<file path="src/design/vpidff_pkg.sv">
// ----------------------------------------------------------------------------
// Velocity PID with feedforward: shared package
// Types, constants and the microcode program of the velocity loop sequencer.
// ----------------------------------------------------------------------------
package vpidff_pkg;

   // Field and register widths
   localparam int CmdW     = 16;
   localparam int MeasW    = 18;
   localparam int VoltsW   = 16;
   localparam int CsrAddrW = 3;
   localparam int CsrDataW = 32;

   // Internal datapath widths
   localparam int ErrW     = 20;
   localparam int DiffW    = 21;
   localparam int IntegW   = 40;
   localparam int DerivW   = 45;
   localparam int MagW     = 45;
   localparam int OpW      = 33;
   localparam int ProdW    = 66;
   localparam int LoW      = 64;
   localparam int FullW    = 77;
   localparam int TermW    = 51;
   localparam int AccW     = 54;
   localparam int TermIdxW = 2;

   // Gain term selection and the scaling shift of each term
   localparam logic [TermIdxW-1:0] TermP = 2'd0;
   localparam logic [TermIdxW-1:0] TermI = 2'd1;
   localparam logic [TermIdxW-1:0] TermD = 2'd2;
   localparam int ShiftP = 6;
   localparam int ShiftI = 22;
   localparam int ShiftD = 14;

   // Quiet derivative threshold (40 in Q.8) and the large error threshold
   localparam int QuietDeriv = 40 * 256;
   localparam int LargeError = 100;

   // Register indexes on the configuration port
   localparam logic [CsrAddrW-1:0] RegGainP     = 3'd0;
   localparam logic [CsrAddrW-1:0] RegGainI     = 3'd1;
   localparam logic [CsrAddrW-1:0] RegGainD     = 3'd2;
   localparam logic [CsrAddrW-1:0] RegStepTime  = 3'd3;
   localparam logic [CsrAddrW-1:0] RegStepRate  = 3'd4;
   localparam logic [CsrAddrW-1:0] RegVelScale  = 3'd5;
   localparam logic [CsrAddrW-1:0] RegMaxOutput = 3'd6;

   // Register reset values
   localparam logic [15:0] ResetStepTime  = 16'd1311;
   localparam logic [23:0] ResetStepRate  = 24'd12800;
   localparam logic [17:0] ResetVelScale  = 18'd21777;
   localparam logic [14:0] ResetMaxOutput = 15'd12288;

   typedef struct packed {
      logic [31:0] gain_p;
      logic [31:0] gain_i;
      logic [31:0] gain_d;
      logic [15:0] step_time;
      logic [23:0] step_rate;
      logic [17:0] velocity_scale;
      logic [14:0] max_output;
   } cfg_type;

   // Program steps
   localparam int StepW = 4;
   localparam logic [StepW-1:0] StepTake     = 4'd0;
   localparam logic [StepW-1:0] StepTarget   = 4'd1;
   localparam logic [StepW-1:0] StepError    = 4'd2;
   localparam logic [StepW-1:0] StepFeed     = 4'd3;
   localparam logic [StepW-1:0] StepInteg    = 4'd4;
   localparam logic [StepW-1:0] StepDerivMul = 4'd5;
   localparam logic [StepW-1:0] StepDeriv    = 4'd6;
   localparam logic [StepW-1:0] StepLoad     = 4'd7;
   localparam logic [StepW-1:0] StepMulLo    = 4'd8;
   localparam logic [StepW-1:0] StepMulHi    = 4'd9;
   localparam logic [StepW-1:0] StepTerm     = 4'd10;
   localparam logic [StepW-1:0] StepAcc      = 4'd11;
   localparam logic [StepW-1:0] StepOut      = 4'd12;

   typedef enum logic [2:0] {
      MUL_NONE,
      MUL_CMD_SCALE,
      MUL_LIM_CMD,
      MUL_ERR_STEP,
      MUL_DIFF_RATE,
      MUL_MAG_LO,
      MUL_MAG_HI
   } mul_sel_type;

   typedef enum logic [3:0] {
      DP_NOP,
      DP_TAKE,
      DP_ERR,
      DP_FF,
      DP_INTEG,
      DP_DERIV,
      DP_LOAD,
      DP_SAVE_LO,
      DP_TERM,
      DP_ACC,
      DP_OUT
   } dp_op_type;

   typedef enum logic [2:0] {
      JMP_NEXT,
      JMP_GOTO,
      JMP_IN_WAIT,
      JMP_LOOP,
      JMP_OUT_WAIT
   } jump_type;

   typedef struct packed {
      mul_sel_type      mul;
      dp_op_type        op;
      jump_type         jmp;
      logic [StepW-1:0] target;
   } ctrl_type;

   typedef struct packed {
      logic in_valid;
      logic out_free;
      logic more_terms;
   } status_type;

   function automatic ctrl_type cw(input mul_sel_type mul, input dp_op_type op,
                                   input jump_type jmp, input logic [StepW-1:0] target);
      ctrl_type c;
      c.mul    = mul;
      c.op     = op;
      c.jmp    = jmp;
      c.target = target;
      return c;
   endfunction

   // The program. A multiply issued in a step lands in the product register at
   // the end of that step, so the operation of the next step sees it while the
   // multiplier may already be working on the following product.
   function automatic ctrl_type ucode(input logic [StepW-1:0] step);
      ctrl_type c;
      case (step)
         StepTake:     c = cw(MUL_NONE,      DP_TAKE,    JMP_IN_WAIT,  StepTake);
         StepTarget:   c = cw(MUL_CMD_SCALE, DP_NOP,     JMP_NEXT,     StepTake);
         StepError:    c = cw(MUL_LIM_CMD,   DP_ERR,     JMP_NEXT,     StepTake);
         StepFeed:     c = cw(MUL_ERR_STEP,  DP_FF,      JMP_NEXT,     StepTake);
         StepInteg:    c = cw(MUL_NONE,      DP_INTEG,   JMP_NEXT,     StepTake);
         StepDerivMul: c = cw(MUL_DIFF_RATE, DP_NOP,     JMP_NEXT,     StepTake);
         StepDeriv:    c = cw(MUL_NONE,      DP_DERIV,   JMP_NEXT,     StepTake);
         StepLoad:     c = cw(MUL_NONE,      DP_LOAD,    JMP_NEXT,     StepTake);
         StepMulLo:    c = cw(MUL_MAG_LO,    DP_NOP,     JMP_NEXT,     StepTake);
         StepMulHi:    c = cw(MUL_MAG_HI,    DP_SAVE_LO, JMP_NEXT,     StepTake);
         StepTerm:     c = cw(MUL_NONE,      DP_TERM,    JMP_NEXT,     StepTake);
         StepAcc:      c = cw(MUL_NONE,      DP_ACC,     JMP_LOOP,     StepLoad);
         StepOut:      c = cw(MUL_NONE,      DP_OUT,     JMP_OUT_WAIT, StepTake);
         default:      c = cw(MUL_NONE,      DP_NOP,     JMP_GOTO,     StepTake);
      endcase
      return c;
   endfunction

endpackage

</file>
<file path="src/design/vpidff_seq.sv">
// ----------------------------------------------------------------------------
// Velocity PID sequencer
// Step counter over the microcode program, with waits on the two channels
// and the loop over the three gain terms.
// ----------------------------------------------------------------------------
module vpidff_seq (
   input  logic                   clock,
   input  logic                   reset,
   input  vpidff_pkg::status_type status,
   output vpidff_pkg::ctrl_type   ctrl
);

   logic [vpidff_pkg::StepW-1:0] step_ff;
   logic [vpidff_pkg::StepW-1:0] step_in;

   assign ctrl = vpidff_pkg::ucode(step_ff);

   always_comb begin
      unique case (ctrl.jmp)
         vpidff_pkg::JMP_NEXT: begin
            step_in = step_ff + vpidff_pkg::StepW'(1);
         end
         vpidff_pkg::JMP_GOTO: begin
            step_in = ctrl.target;
         end
         vpidff_pkg::JMP_IN_WAIT: begin
            step_in = status.in_valid ? step_ff + vpidff_pkg::StepW'(1) : step_ff;
         end
         vpidff_pkg::JMP_LOOP: begin
            step_in = status.more_terms ? ctrl.target : step_ff + vpidff_pkg::StepW'(1);
         end
         vpidff_pkg::JMP_OUT_WAIT: begin
            step_in = status.out_free ? ctrl.target : step_ff;
         end
         default: begin
            step_in = vpidff_pkg::StepTake;
         end
      endcase
   end

   always_ff @(posedge clock) begin
      if (reset) begin
         step_ff <= vpidff_pkg::StepTake;
      end else begin
         step_ff <= step_in;
      end
   end

endmodule

</file>
<file path="src/design/vpidff_dp.sv">
// ----------------------------------------------------------------------------
// Velocity PID datapath
// One shared 33 by 33 bit signed multiplier, the loop state, the term
// accumulator and the result register, all steered by the control word.
// ----------------------------------------------------------------------------
module vpidff_dp (
   input  logic                          clock,
   input  logic                          reset,
   input  vpidff_pkg::ctrl_type          ctrl,
   input  vpidff_pkg::cfg_type           cfg,
   input  logic                          req_tvalid,
   input  logic [vpidff_pkg::CmdW-1:0]   req_cmd,
   input  logic [vpidff_pkg::MeasW-1:0]  req_meas,
   input  logic                          rsp_tready,
   output logic                          rsp_tvalid,
   output logic [vpidff_pkg::VoltsW-1:0] rsp_volts,
   output logic                          rsp_clamped,
   output vpidff_pkg::status_type        status
);

   localparam logic signed [vpidff_pkg::DerivW-1:0] QuietHi =
      vpidff_pkg::DerivW'(vpidff_pkg::QuietDeriv);
   localparam logic signed [vpidff_pkg::DerivW-1:0] QuietLo = -QuietHi;
   localparam logic signed [vpidff_pkg::ErrW-1:0] LargeErr =
      vpidff_pkg::ErrW'(vpidff_pkg::LargeError);
   localparam logic [vpidff_pkg::TermW-1:0] TermLimit = {1'b1, 50'b0};
   localparam logic signed [vpidff_pkg::IntegW-1:0] IntegMax = {1'b0, {39{1'b1}}};
   localparam logic signed [vpidff_pkg::IntegW-1:0] IntegMin = {1'b1, 39'b0};

   // Control and loop state
   logic                                 rsp_valid_ff, rsp_valid_in;
   logic signed [vpidff_pkg::IntegW-1:0] integ_ff, integ_in;
   logic signed [vpidff_pkg::ErrW-1:0]   prev_ff, prev_in;
   logic [vpidff_pkg::TermIdxW-1:0]      tix_ff, tix_in;

   // Working registers
   logic signed [vpidff_pkg::CmdW-1:0]   cmd_ff, cmd_in;
   logic signed [vpidff_pkg::MeasW-1:0]  meas_ff, meas_in;
   logic signed [vpidff_pkg::ProdW-1:0]  prod_ff, prod_in;
   logic signed [vpidff_pkg::ErrW-1:0]   err_ff, err_in;
   logic signed [vpidff_pkg::DiffW-1:0]  diff_ff, diff_in;
   logic signed [vpidff_pkg::DerivW-1:0] deriv_ff, deriv_in;
   logic [vpidff_pkg::MagW-1:0]          mag_ff, mag_in;
   logic                                 neg_ff, neg_in;
   logic [vpidff_pkg::LoW-1:0]           plo_ff, plo_in;
   logic [vpidff_pkg::TermW-1:0]         term_ff, term_in;
   logic signed [vpidff_pkg::AccW-1:0]   acc_ff, acc_in;
   logic [vpidff_pkg::VoltsW-1:0]        volts_ff, volts_in;
   logic                                 clamp_ff, clamp_in;

   // Combinational helpers
   logic signed [vpidff_pkg::OpW-1:0]    mul_a, mul_b;
   logic [31:0]                          gain_sel;
   logic signed [vpidff_pkg::MeasW:0]    target;
   logic signed [vpidff_pkg::IntegW:0]   isum;
   logic signed [vpidff_pkg::IntegW-1:0] integ_sat;
   logic signed [vpidff_pkg::DerivW-1:0] deriv_new;
   logic signed [vpidff_pkg::DerivW-1:0] src;
   logic [vpidff_pkg::FullW-1:0]         full;
   logic [vpidff_pkg::FullW-1:0]         shifted;
   logic [vpidff_pkg::AccW-1:0]          sterm;
   logic signed [vpidff_pkg::AccW-1:0]   lim;
   logic                                 out_free;

   assign out_free = !rsp_valid_ff || rsp_tready;

   assign status.in_valid   = req_tvalid;
   assign status.out_free   = out_free;
   assign status.more_terms = (tix_ff != vpidff_pkg::TermD);

   always_comb begin
      case (tix_ff)
         vpidff_pkg::TermP: gain_sel = cfg.gain_p;
         vpidff_pkg::TermI: gain_sel = cfg.gain_i;
         default:           gain_sel = cfg.gain_d;
      endcase
   end

   // Operand selection for the shared multiplier
   always_comb begin
      mul_a = '0;
      mul_b = '0;
      case (ctrl.mul)
         vpidff_pkg::MUL_CMD_SCALE: begin
            mul_a = {{17{cmd_ff[15]}}, cmd_ff};
            mul_b = {15'b0, cfg.velocity_scale};
         end
         vpidff_pkg::MUL_LIM_CMD: begin
            mul_a = {18'b0, cfg.max_output};
            mul_b = {{17{cmd_ff[15]}}, cmd_ff};
         end
         vpidff_pkg::MUL_ERR_STEP: begin
            mul_a = {{13{err_ff[19]}}, err_ff};
            mul_b = {17'b0, cfg.step_time};
         end
         vpidff_pkg::MUL_DIFF_RATE: begin
            mul_a = {{12{diff_ff[20]}}, diff_ff};
            mul_b = {9'b0, cfg.step_rate};
         end
         vpidff_pkg::MUL_MAG_LO: begin
            mul_a = {1'b0, mag_ff[31:0]};
            mul_b = {1'b0, gain_sel};
         end
         vpidff_pkg::MUL_MAG_HI: begin
            mul_a = {20'b0, mag_ff[44:32]};
            mul_b = {1'b0, gain_sel};
         end
         default: begin
            mul_a = '0;
            mul_b = '0;
         end
      endcase
      prod_in = (ctrl.mul == vpidff_pkg::MUL_NONE) ? prod_ff : mul_a * mul_b;
   end

   // Helpers shared by the operations below
   always_comb begin
      target    = prod_ff[33:15];
      isum      = {integ_ff[39], integ_ff} + {{5{prod_ff[35]}}, prod_ff[35:0]};
      integ_sat = (isum[40] != isum[39]) ? (isum[40] ? IntegMin : IntegMax)
                                          : isum[39:0];
      deriv_new = prod_ff[44:0];
      case (tix_ff)
         vpidff_pkg::TermP: src = {{25{err_ff[19]}}, err_ff};
         vpidff_pkg::TermI: src = {{5{integ_ff[39]}}, integ_ff};
         default:           src = deriv_ff;
      endcase
      // The high partial product weighs 2^32 against the saved low one.
      full = {prod_ff[44:0], 32'b0} + {13'b0, plo_ff};
      case (tix_ff)
         vpidff_pkg::TermP: shifted = full >> vpidff_pkg::ShiftP;
         vpidff_pkg::TermI: shifted = full >> vpidff_pkg::ShiftI;
         default:           shifted = full >> vpidff_pkg::ShiftD;
      endcase
      sterm = {3'b0, term_ff};
      lim   = {39'b0, cfg.max_output};
   end

   always_comb begin
      cmd_in       = cmd_ff;
      meas_in      = meas_ff;
      err_in       = err_ff;
      diff_in      = diff_ff;
      prev_in      = prev_ff;
      integ_in     = integ_ff;
      deriv_in     = deriv_ff;
      mag_in       = mag_ff;
      neg_in       = neg_ff;
      plo_in       = plo_ff;
      term_in      = term_ff;
      acc_in       = acc_ff;
      tix_in       = tix_ff;
      volts_in     = volts_ff;
      clamp_in     = clamp_ff;
      rsp_valid_in = rsp_valid_ff && !rsp_tready;

      unique case (ctrl.op)
         vpidff_pkg::DP_TAKE: begin
            if (req_tvalid) begin
               cmd_in  = req_cmd;
               meas_in = req_meas;
            end
         end
         vpidff_pkg::DP_ERR: begin
            err_in = {target[18], target} - {{2{meas_ff[17]}}, meas_ff};
         end
         vpidff_pkg::DP_FF: begin
            acc_in = {{37{prod_ff[31]}}, prod_ff[31:15]};
            tix_in = vpidff_pkg::TermP;
         end
         vpidff_pkg::DP_INTEG: begin
            integ_in = integ_sat;
            diff_in  = {err_ff[19], err_ff} - {prev_ff[19], prev_ff};
            prev_in  = err_ff;
         end
         vpidff_pkg::DP_DERIV: begin
            // A quiet derivative under a large positive error clears both D and I.
            if (deriv_new < QuietHi && deriv_new > QuietLo && err_ff > LargeErr) begin
               deriv_in = '0;
               integ_in = '0;
            end else begin
               deriv_in = deriv_new;
            end
         end
         vpidff_pkg::DP_LOAD: begin
            neg_in = src[44];
            mag_in = src[44] ? -src : src;
         end
         vpidff_pkg::DP_SAVE_LO: begin
            plo_in = prod_ff[63:0];
         end
         vpidff_pkg::DP_TERM: begin
            if (shifted > {26'b0, TermLimit}) begin
               term_in = TermLimit;
            end else begin
               term_in = shifted[50:0];
            end
         end
         vpidff_pkg::DP_ACC: begin
            acc_in = neg_ff ? acc_ff - sterm : acc_ff + sterm;
            tix_in = tix_ff + vpidff_pkg::TermIdxW'(1);
         end
         vpidff_pkg::DP_OUT: begin
            if (out_free) begin
               rsp_valid_in = 1'b1;
               if (acc_ff >= lim) begin
                  volts_in = lim[15:0];
                  clamp_in = 1'b1;
               end else if (acc_ff <= -lim) begin
                  volts_in = -lim[15:0];
                  clamp_in = 1'b1;
               end else begin
                  volts_in = acc_ff[15:0];
                  clamp_in = 1'b0;
               end
            end
         end
         default: begin
         end
      endcase
   end

   always_ff @(posedge clock) begin
      if (reset) begin
         rsp_valid_ff <= 1'b0;
         integ_ff     <= '0;
         prev_ff      <= '0;
         tix_ff       <= vpidff_pkg::TermP;
      end else begin
         rsp_valid_ff <= rsp_valid_in;
         integ_ff     <= integ_in;
         prev_ff      <= prev_in;
         tix_ff       <= tix_in;
      end
   end

   always_ff @(posedge clock) begin
      cmd_ff   <= cmd_in;
      meas_ff  <= meas_in;
      prod_ff  <= prod_in;
      err_ff   <= err_in;
      diff_ff  <= diff_in;
      deriv_ff <= deriv_in;
      mag_ff   <= mag_in;
      neg_ff   <= neg_in;
      plo_ff   <= plo_in;
      term_ff  <= term_in;
      acc_ff   <= acc_in;
      volts_ff <= volts_in;
      clamp_ff <= clamp_in;
   end

   assign rsp_tvalid  = rsp_valid_ff;
   assign rsp_volts   = volts_ff;
   assign rsp_clamped = clamp_ff;

endmodule

</file>
<file path="src/design/velocity_pid_with_feedforward_core.sv">
// ----------------------------------------------------------------------------
// Velocity PID controller with voltage feedforward
// Turns a speed command and a measured wheel velocity into a clamped drive
// voltage, keeping a saturating integral and the previous error between items.
// ----------------------------------------------------------------------------
// One item is worked at a time: the next item is taken only after the current
// one has been written to the result register. A 13-step microcode program,
// whose first step waits for the item, drives a single shared 33 by 33 bit
// multiplier, and the proportional, integral and derivative terms each take
// a five-step pass through it (load of the magnitude, two partial products,
// scaling and saturation, accumulation).
// req_tready is high only while the program waits on its first step; a
// finished result waits in its own register, so the next item is taken while
// it is still unread, and the program stalls on its last step only when a
// second result is ready before the first has been taken. Register writes
// take effect at once and are meant for times when no item is in progress.
module velocity_pid_with_feedforward_core (
   input  logic                             clock,
   input  logic                             reset,
   // Input items
   input  logic                             req_tvalid,
   output logic                             req_tready,
   input  logic [39:0]                      req_tdata,  // drive_command, measured_velocity
   // Result items
   output logic                             rsp_tvalid,
   input  logic                             rsp_tready,
   output logic [15:0]                      rsp_tdata,  // drive_volts
   output logic                             rsp_tuser,  // clamped
   // Configuration writes
   input  logic                             csr_we,
   input  logic [vpidff_pkg::CsrAddrW-1:0]  csr_addr,
   input  logic [vpidff_pkg::CsrDataW-1:0]  csr_wdata
);

   vpidff_pkg::cfg_type    cfg_ff;
   vpidff_pkg::cfg_type    cfg_in;
   vpidff_pkg::ctrl_type   ctrl;
   vpidff_pkg::status_type status;
   logic signed [16:0]     lim_w;
   logic signed [16:0]     volts_w;

   always_comb begin
      cfg_in = cfg_ff;
      if (csr_we) begin
         unique case (csr_addr)
            vpidff_pkg::RegGainP:     cfg_in.gain_p         = csr_wdata;
            vpidff_pkg::RegGainI:     cfg_in.gain_i         = csr_wdata;
            vpidff_pkg::RegGainD:     cfg_in.gain_d         = csr_wdata;
            vpidff_pkg::RegStepTime:  cfg_in.step_time      = csr_wdata[15:0];
            vpidff_pkg::RegStepRate:  cfg_in.step_rate      = csr_wdata[23:0];
            vpidff_pkg::RegVelScale:  cfg_in.velocity_scale = csr_wdata[17:0];
            vpidff_pkg::RegMaxOutput: cfg_in.max_output     = csr_wdata[14:0];
            default: begin
            end
         endcase
      end
   end

   always_ff @(posedge clock) begin
      if (reset) begin
         cfg_ff.gain_p         <= '0;
         cfg_ff.gain_i         <= '0;
         cfg_ff.gain_d         <= '0;
         cfg_ff.step_time      <= vpidff_pkg::ResetStepTime;
         cfg_ff.step_rate      <= vpidff_pkg::ResetStepRate;
         cfg_ff.velocity_scale <= vpidff_pkg::ResetVelScale;
         cfg_ff.max_output     <= vpidff_pkg::ResetMaxOutput;
      end else begin
         cfg_ff <= cfg_in;
      end
   end

   vpidff_seq u_seq (
      .clock  (clock),
      .reset  (reset),
      .status (status),
      .ctrl   (ctrl)
   );

   vpidff_dp u_dp (
      .clock       (clock),
      .reset       (reset),
      .ctrl        (ctrl),
      .cfg         (cfg_ff),
      .req_tvalid  (req_tvalid),
      .req_cmd     (req_tdata[15:0]),
      .req_meas    (req_tdata[33:16]),
      .rsp_tready  (rsp_tready),
      .rsp_tvalid  (rsp_tvalid),
      .rsp_volts   (rsp_tdata),
      .rsp_clamped (rsp_tuser),
      .status      (status)
   );

   assign req_tready = (ctrl.op == vpidff_pkg::DP_TAKE);

   assign lim_w   = {2'b0, cfg_ff.max_output};
   assign volts_w = {rsp_tdata[15], rsp_tdata};

   // Once an item is taken the program must leave its first step.
   a_take_once: assert property (@(posedge clock) disable iff (reset)
      (req_tvalid && req_tready) |=> !req_tready)
      else $error("input taken twice without running the program");

   // A new result appears only from the output step of the program.
   a_result_source: assert property (@(posedge clock) disable iff (reset)
      $rose(rsp_tvalid) |-> $past(ctrl.op == vpidff_pkg::DP_OUT))
      else $error("result raised outside the output step");

   // The voltage stays within the limit, and sits on it when flagged.
   a_within_limit: assert property (@(posedge clock) disable iff (reset)
      rsp_tvalid |-> (volts_w <= lim_w && volts_w >= -lim_w))
      else $error("drive voltage beyond the limit");

   a_clamp_on_limit: assert property (@(posedge clock) disable iff (reset)
      (rsp_tvalid && rsp_tuser) |-> (volts_w == lim_w || volts_w == -lim_w))
      else $error("clamp flag set away from the limit");

endmodule

</file>
<file path="config.mk">
export PLATFORM = sky130hd
export DESIGN_NAME = velocity_pid_with_feedforward_core
export DESIGN_NICKNAME = d
export VERILOG_FILES = /design/src/design/vpidff_pkg.sv /design/src/design/vpidff_seq.sv /design/src/design/vpidff_dp.sv /design/src/design/velocity_pid_with_feedforward_core.sv
export SDC_FILE = /design/constraint.sdc
export NUM_CORES = 2
export LEC_CHECK = 0
export BUFFER_PORTS_ARGS = -buffer_cell sky130_fd_sc_hd__clkbuf_2
export CAP_MARGIN = 10
export CORE_MARGIN = 2
export CORE_UTILIZATION = 39
export CTS_CLUSTER_SIZE = 10
export DETAILED_ROUTE_END_ITERATION = 8
export PLACE_DENSITY_LB_ADDON = 0.1
export SYNTH_ARGS = -nofsm -noshare
export SYNTH_HDL_FRONTEND = slang
export SYNTH_SLANG_ARGS = --single-unit
export TNS_END_PERCENT = 10
</file>
<file path="constraint.sdc">
create_clock -name clock -period 24 [get_ports clock]
set_clock_uncertainty 0.1 [all_clocks]
set_input_delay 4.8 -clock clock [delete_from_list [all_inputs] [get_ports clock]]
set_output_delay 4.8 -clock clock [all_outputs]
set_load 0.005 [all_outputs]
</file>
Word-level counts from Yosys, hierarchy flattened
Memories as Yosys holds them, arrays and structs flattened. A register that Yosys moved wholly into a read port is not among the register bits.
Cells that the tools add are included.

word-level totals
  bits in registers = 652
  output and inout bits = 19
  ROM bits = 208
  memories = 1

cells by class
  multiplexer cells = 24
  reductions and logical operators = 24
  eq/ne operators = 32
  $add $sub $neg = 11
  multiply operators = 1
  $lt $le $gt $ge = 6

memories
  name             words  width  rd ports  clocked after memory_dff  write ports  line               text
  (no name shown)  16     13     1         1                         0            vpidff_pkg.sv:141  case (step)

operator list
  kind                                                                               number
  33-bit case mux with 6 select lines                                                1
  33-bit case mux with 5 select lines                                                1
  71-bit case mux with 2 select lines                                                1
  40-bit two-way mux                                                                 3
  54-bit case mux with 2 select lines                                                1
  45-bit case mux with 2 select lines                                                1
  40-bit case mux with 2 select lines                                                1
  77-bit by 64-bit adder with 77-bit output                                          1
  71-bit by 51-bit greater-than comparator with 1-bit output, second input constant  1
  33-bit by 33-bit multiplier with 64-bit output                                     1
  32-bit case mux with 2 select lines                                                1
  54-bit by 51-bit adder with 54-bit output                                          1
  54-bit by 16-bit >= comparator with 1-bit output                                   1
  54-bit <= comparator                                                               1
  54-bit two-way mux                                                                 1
  15-bit negation with 54-bit output                                                 1
  54-bit by 51-bit subtractor with 54-bit output                                     1
  45-bit by 15-bit greater-than comparator with 1-bit output, second input constant  1
  45-bit by 15-bit less-than comparator with 1-bit output, second input constant     1
  45-bit negation                                                                    1
  44-bit two-way mux                                                                 1
  40-bit by 36-bit adder with 41-bit output                                          1
  2-bit AND reduction                                                                11
  3-bit == test, second input constant                                               7
  other kinds (29)                                                                   56

Depth between registers and ports, before layout
  word-level depth = 6
  depth in mapped cells = 45
  depth with buffers taken out = 36

Hierarchy
A second synthesis with hierarchy kept.

unflattened totals
  cell total of the unflattened synthesis = 8,658
  area, all modules = 78,909.4 µm²

by module, submodules not included
  module                              times used  cells an instance  area each (µm²)  seq. area each (µm²)
  vpidff_dp                           1           7,947              71,284.6         13,573.0
  velocity_pid_with_feedforward_core  1           608                6,672.6          3,383.2
  vpidff_seq                          1           103                952.2            300.3

Worst setup path before layout
No wires, ideal clock.

  path kind = flip-flop to flip-flop
  from = reg u_dp.tix_ff[1] (netlist name)
  to = reg u_dp.prod_ff[49] (netlist name) (data pin)
  arrival = 10,364 ps
  cell stages (with the launch flop) = 45
  library setup time = 274 ps
  slack = 13,263 ps
  buffers on the path = 10
  cells stage by stage = dfxtp_1 inv_1 ha_1 buf_2 buf_2 buf_2 clkbuf_1 clkbuf_1 buf_2 buf_2 buf_2 clkbuf_1 a21oi_1 a21oi_1 nor2_1 a221oi_1 clkbuf_1 nor2_1 [... 9 more ...] fa_1 fa_1 inv_1 fa_1 inv_1 ha_1 a21o_1 a21o_1 a21oi_1 o21ai_0 a21o_1 a21oi_1 o21ai_0 or2_2 a31o_2 a21boi_0 o21a_1 o211ai_1

between the ends
  longest elaborated chain between the ends = 4
  elaborated cells on any way between the ends = 5
  classes of those cells = mul: 1; eq/ne: 1; mux: 2; reduce/logical: 1

RTL lines
  item                                                                                line              text
  start, declared                                                                     vpidff_dp.sv:34   logic [vpidff_pkg::TermIdxW-1:0] tix_ff, tix_in;
  start signal, assigned                                                              vpidff_dp.sv:228  tix_ff <= vpidff_pkg::TermP;
  start signal, assigned                                                              vpidff_dp.sv:233  tix_ff <= tix_in;
  2-bit by 1-bit == test with 1-bit output / 2-bit zero test (equally long branches)  vpidff_dp.sv:72   case (tix_ff)
  32-bit case mux with 2 select lines (*)                                             vpidff_dp.sv:72
  33-bit case mux with 5 select lines (*)                                             vpidff_dp.sv:83   case (ctrl.mul)
  33-bit by 33-bit multiplier with 64-bit output (*)                                  vpidff_dp.sv:113  prod_in = (ctrl.mul == vpidff_pkg::MUL_NONE) ? prod_ff : mul_a * mul_b;
  end signal, assigned                                                                vpidff_dp.sv:240  prod_ff <= prod_in;
  end, declared                                                                       vpidff_dp.sv:39   logic signed [vpidff_pkg::ProdW-1:0] prod_ff, prod_in;

Mark *: on every way between the ends. The rest lies on a longest branch, timed or not.
A chain may end at the register's enable or synchronous reset.

Final worst setup path
  from = reg u_dp.tix_ff[0] (netlist name)
  to = reg u_dp.prod_ff[61] (netlist name) (data pin)

Same word-level chain as after synthesis.

==> key figures <==
Final layout
  – FILL cells: 19800
  – Area of the multi-input gates: 53900 µm²
  – Register area: 17300 µm²
  – Post-layout nets: 10300
  – Area grow syn2layout: 8.28%
  – Share of layout cells above drive strength 1: 0.0652
  – Final core utilization: 0.425

Floorplan
  – Row count: 163
  – Die span in x: 450 µm
  – Ports: 99
  – Die area: a little over 200000 µm²
  – Die height: 450 µm
  – Placeable Area: 197000 µm²
  – Starting utilization of the core area: 0.393

Clock tree
  – H-tree Lvls: 3
  – Clock Latency Late Sink: about 0.71 ns
  – Sink Count: between 600 and 700
  – Clk slew on worst S/H paths: 0.06 ns
  – CTS tree: done
  – CTS hold repair buffers: 0
  – Setup bufs post-CTS: 0
  – CTS resizes: 0
  – Clk buf depth: 3
  – Root Buffer: clkbuf_16
  – CTS Buf Count: 81

Setup path
  – Critical path class: flop to flop
  – Endpoint type of the worst setup path: flop
  – CP peak stage delay: ~0.7 ns
  – Crit path DAT: 13.18 ns
  – Buf/Inv on CP: 8
  – Cell family with most CP delay: adder cells
  – Worst-path maximum fanout: 57
  – Most used cell, CP: fa_1
  – CP Launch Type: flop
  – CP max stage cell: nor4b_1
  – Critical Path RT: 24.29 ns
  – Flop2flop setup slack: 11.11 ns

Synthesis
  – Mapped cell area: 77500 µm²
  – Average cell area after synthesis: 8.91 µm²
  – Post-synth top area share: 0.292
  – Largest area contributor in the netlist: fa_1
  – YS warnings: 0
  – Synth area leaders: fa_1, edfxtp_1, ha_1, inv_1, dfxtp_1
  – Synth cell count leaders: inv_1, fa_1, nand2_1
  – Count leader, synth: inv_1
  – Distinct cell type count after synthesis: 100
  – Seq/Total Area, Yosys: 0.223
  – EDFF count, synth: 410
  – Main synth FF type: edfxtp_1
  – Synthesis-stage register bit count: 657
  – Post-Syn Instances: between 8000 and 9000
  – Asr flop ratio synth: 0

Global route
  – Initial antenna violation count: 14
  – Total congestion overflow: 0
  – Number of global-route vias before repair: 62500
  – Met3 GRT Util: 0.0331
  – GRT Max-Usage Layer: met2
  – GRT Total Usage: 0.270
  – GR Util met2: 0.425
  – Largest net degree at the start of global routing: between 100 and 150
  – First-pass GRT wire length: 409000 µm
  – Grt met1 use: 0.380

Power and ir drop
  – Switching Share: 0.492
  – Internal: 0.00355 W
  – Peak supply drop: 0.0000587 V
  – Pwr Density: 83.3 nW/µm²
  – Psw: 0.00344 W
  – Sequential power share: 0.229
  – Power Total: 0.00699 W
  – Combinational power share: 0.602
  – Leakage power: approximately 37 nW
  – Clk pwr share: 0.170

STA
  – RSZ-0062 raised after global routing: no
  – Max Fclk: 0.0776 GHz
  – Final setup vio count: 0
  – Max_slew headroom: 0.0979
  – Final hold violations: 0
  – Slew @ Worst Pin: approximately 1.3 ns
  – Period utilization: 0.537
  – Fin. max-slew vios: 0
  – Tmin final: 12.89 ns
  – Setup TNS: 0 ns

Route
  – Wire length per cell: 24.2 µm
  – WL final: 275000 µm
  – Via count: 62500
  – Number of DRC markers in iteration 0: 5445
  – Vias per cell: 5.51
  – Drt first pass iters: 8
  – Residual DRC: 0
  – Final ANT Viol Nets: 0

Placement
  – Post-DP HPWL: ~210000 µm
  – Final Wtd Congestion: 0.894
  – PortBufs: 92

Hold path
  – Hold Crit Class: flop to flop

Job
  – Max_cap viols: 0

Status
  – Outcome: completed
[flip-flops by register name, summed over array words and instances, names as in the netlist, 11 cells and up]
name,flops
u_dp.meas_ff,18
u_dp.prod_ff,64
u_dp.prev_ff,20
cfg_ff,169
u_dp.diff_ff,21
u_dp.plo_ff,58
u_dp.err_ff,20
u_dp.rsp_volts,16
u_dp.acc_ff,54
u_dp.integ_ff,40
u_dp.deriv_ff,45
u_seq.ctrl,11
u_dp.mag_ff,45
u_dp.cmd_ff,16
u_dp.term_ff,51
[kinds of logic (layout without fill, tap and decap cells)]
kind of cell | count (synthesis) | in the layout | share of synthesized area
DFF | 657 | 657 | 0.223
other | 2 | 19 | 0.0000969
adders and majority gates | 1594 | 1594 | 0.366
and+or+nand+nor | 2814 | 2814 | 0.162
xor gates and xnor gates | 318 | 318 | 0.0359
muxes | 26 | 26 | 0.00337
AOI/OAI and AO/OA | 1493 | 1493 | 0.122
buffers and inverters | 1795 | 1780 | 0.0878
[power by group through the flow]
stage / sequential, W / clock, W / combinational (W)
2_1_floorplan: 0.00154 / 0 / 0.00279
3_3_place_gp: 0.00162 / 0 / 0.00414
3_5_place_dp: 0.00162 / 0 / 0.00418
4_1_cts: 0.00160 / 0.00121 / 0.00421
5_1_grt: 0.00160 / 0.00125 / 0.00463
6_report: 0.00160 / 0.00119 / 0.00421
[metal layers]
metal	share of wire	wire length [µm]
met1	0.44	121000
met2	0.45	124000
met3	0.067	18500
met4	0.040	11100
met5	0.00013	35
[cell type report]
class,instances,share of cell area
clock inverters,19,0.00302
diodes,6,0.000179
repair buffers,276,0.0223
inverters,1368,0.0612
multi-input cells,6258,0.642
well taps,2640,0.0393
clock buffers,117,0.0261
flip-flops and latches,657,0.206
[layout by cell type, fill, tap and decap left out, types with 153 or more instances in the layout]
| cell | instances |
|---|---|
| nand2_1 | 1074 |
| buf_4 | 181 |
| a21oi_1 | 485 |
| inv_1 | 1365 |
| a21o_1 | 153 |
| nor2_1 | 948 |
| edfxtp_1 | 410 |
| fa_1 | 1129 |
| dfxtp_1 | 247 |
| o21ai_0 | 309 |
| xnor2_1 | 212 |
| ha_1 | 455 |
[worst paths after layout]
check,cells past startpoint,end,startpoint
hold / removal,0,u_dp.plo_ff[50]$_DFFE_PN_,u_dp.prod_ff[50]$_DFFE_PP_
setup / recovery,34,u_dp.prod_ff[61]$_DFFE_PP_,u_dp.tix_ff[0]$_SDFFE_PP0P_
setup reg to reg,34,u_dp.prod_ff[61]$_DFFE_PP_,u_dp.tix_ff[0]$_SDFFE_PP0P_
hold reg to reg,0,u_dp.plo_ff[50]$_DFFE_PN_,u_dp.prod_ff[50]$_DFFE_PP_
[stage by stage]
stage / worst slack (ns) / hold WS, ns / instances / instance area [µm²]
2_1_floorplan: 13.26 / 0.300 / 8710 / 77600
3_3_place_gp: 11.27 / 0.308 / 11200 / 81500
3_5_place_dp: 11.25 / 0.305 / 11200 / 81500
4_1_cts: 11.18 / 0.313 / 11300 / 83900
5_1_grt: 10.63 / 0.315 / 11300 / 84000
6_report: 11.11 / 0.314 / 11300 / 84000
[worst reg2reg max path: cells and delay by family, from the launching register on]
family	cells	cell delay (ns)
AOI/OAI and AO/OA	9	3.06
adders and majority gates	10	4.77
buffers and inverters	8	2.01
DFF	1	0.36
and+or+nand+nor	7	2.28
Note: power is estimated with default switching activity, not from simulation.
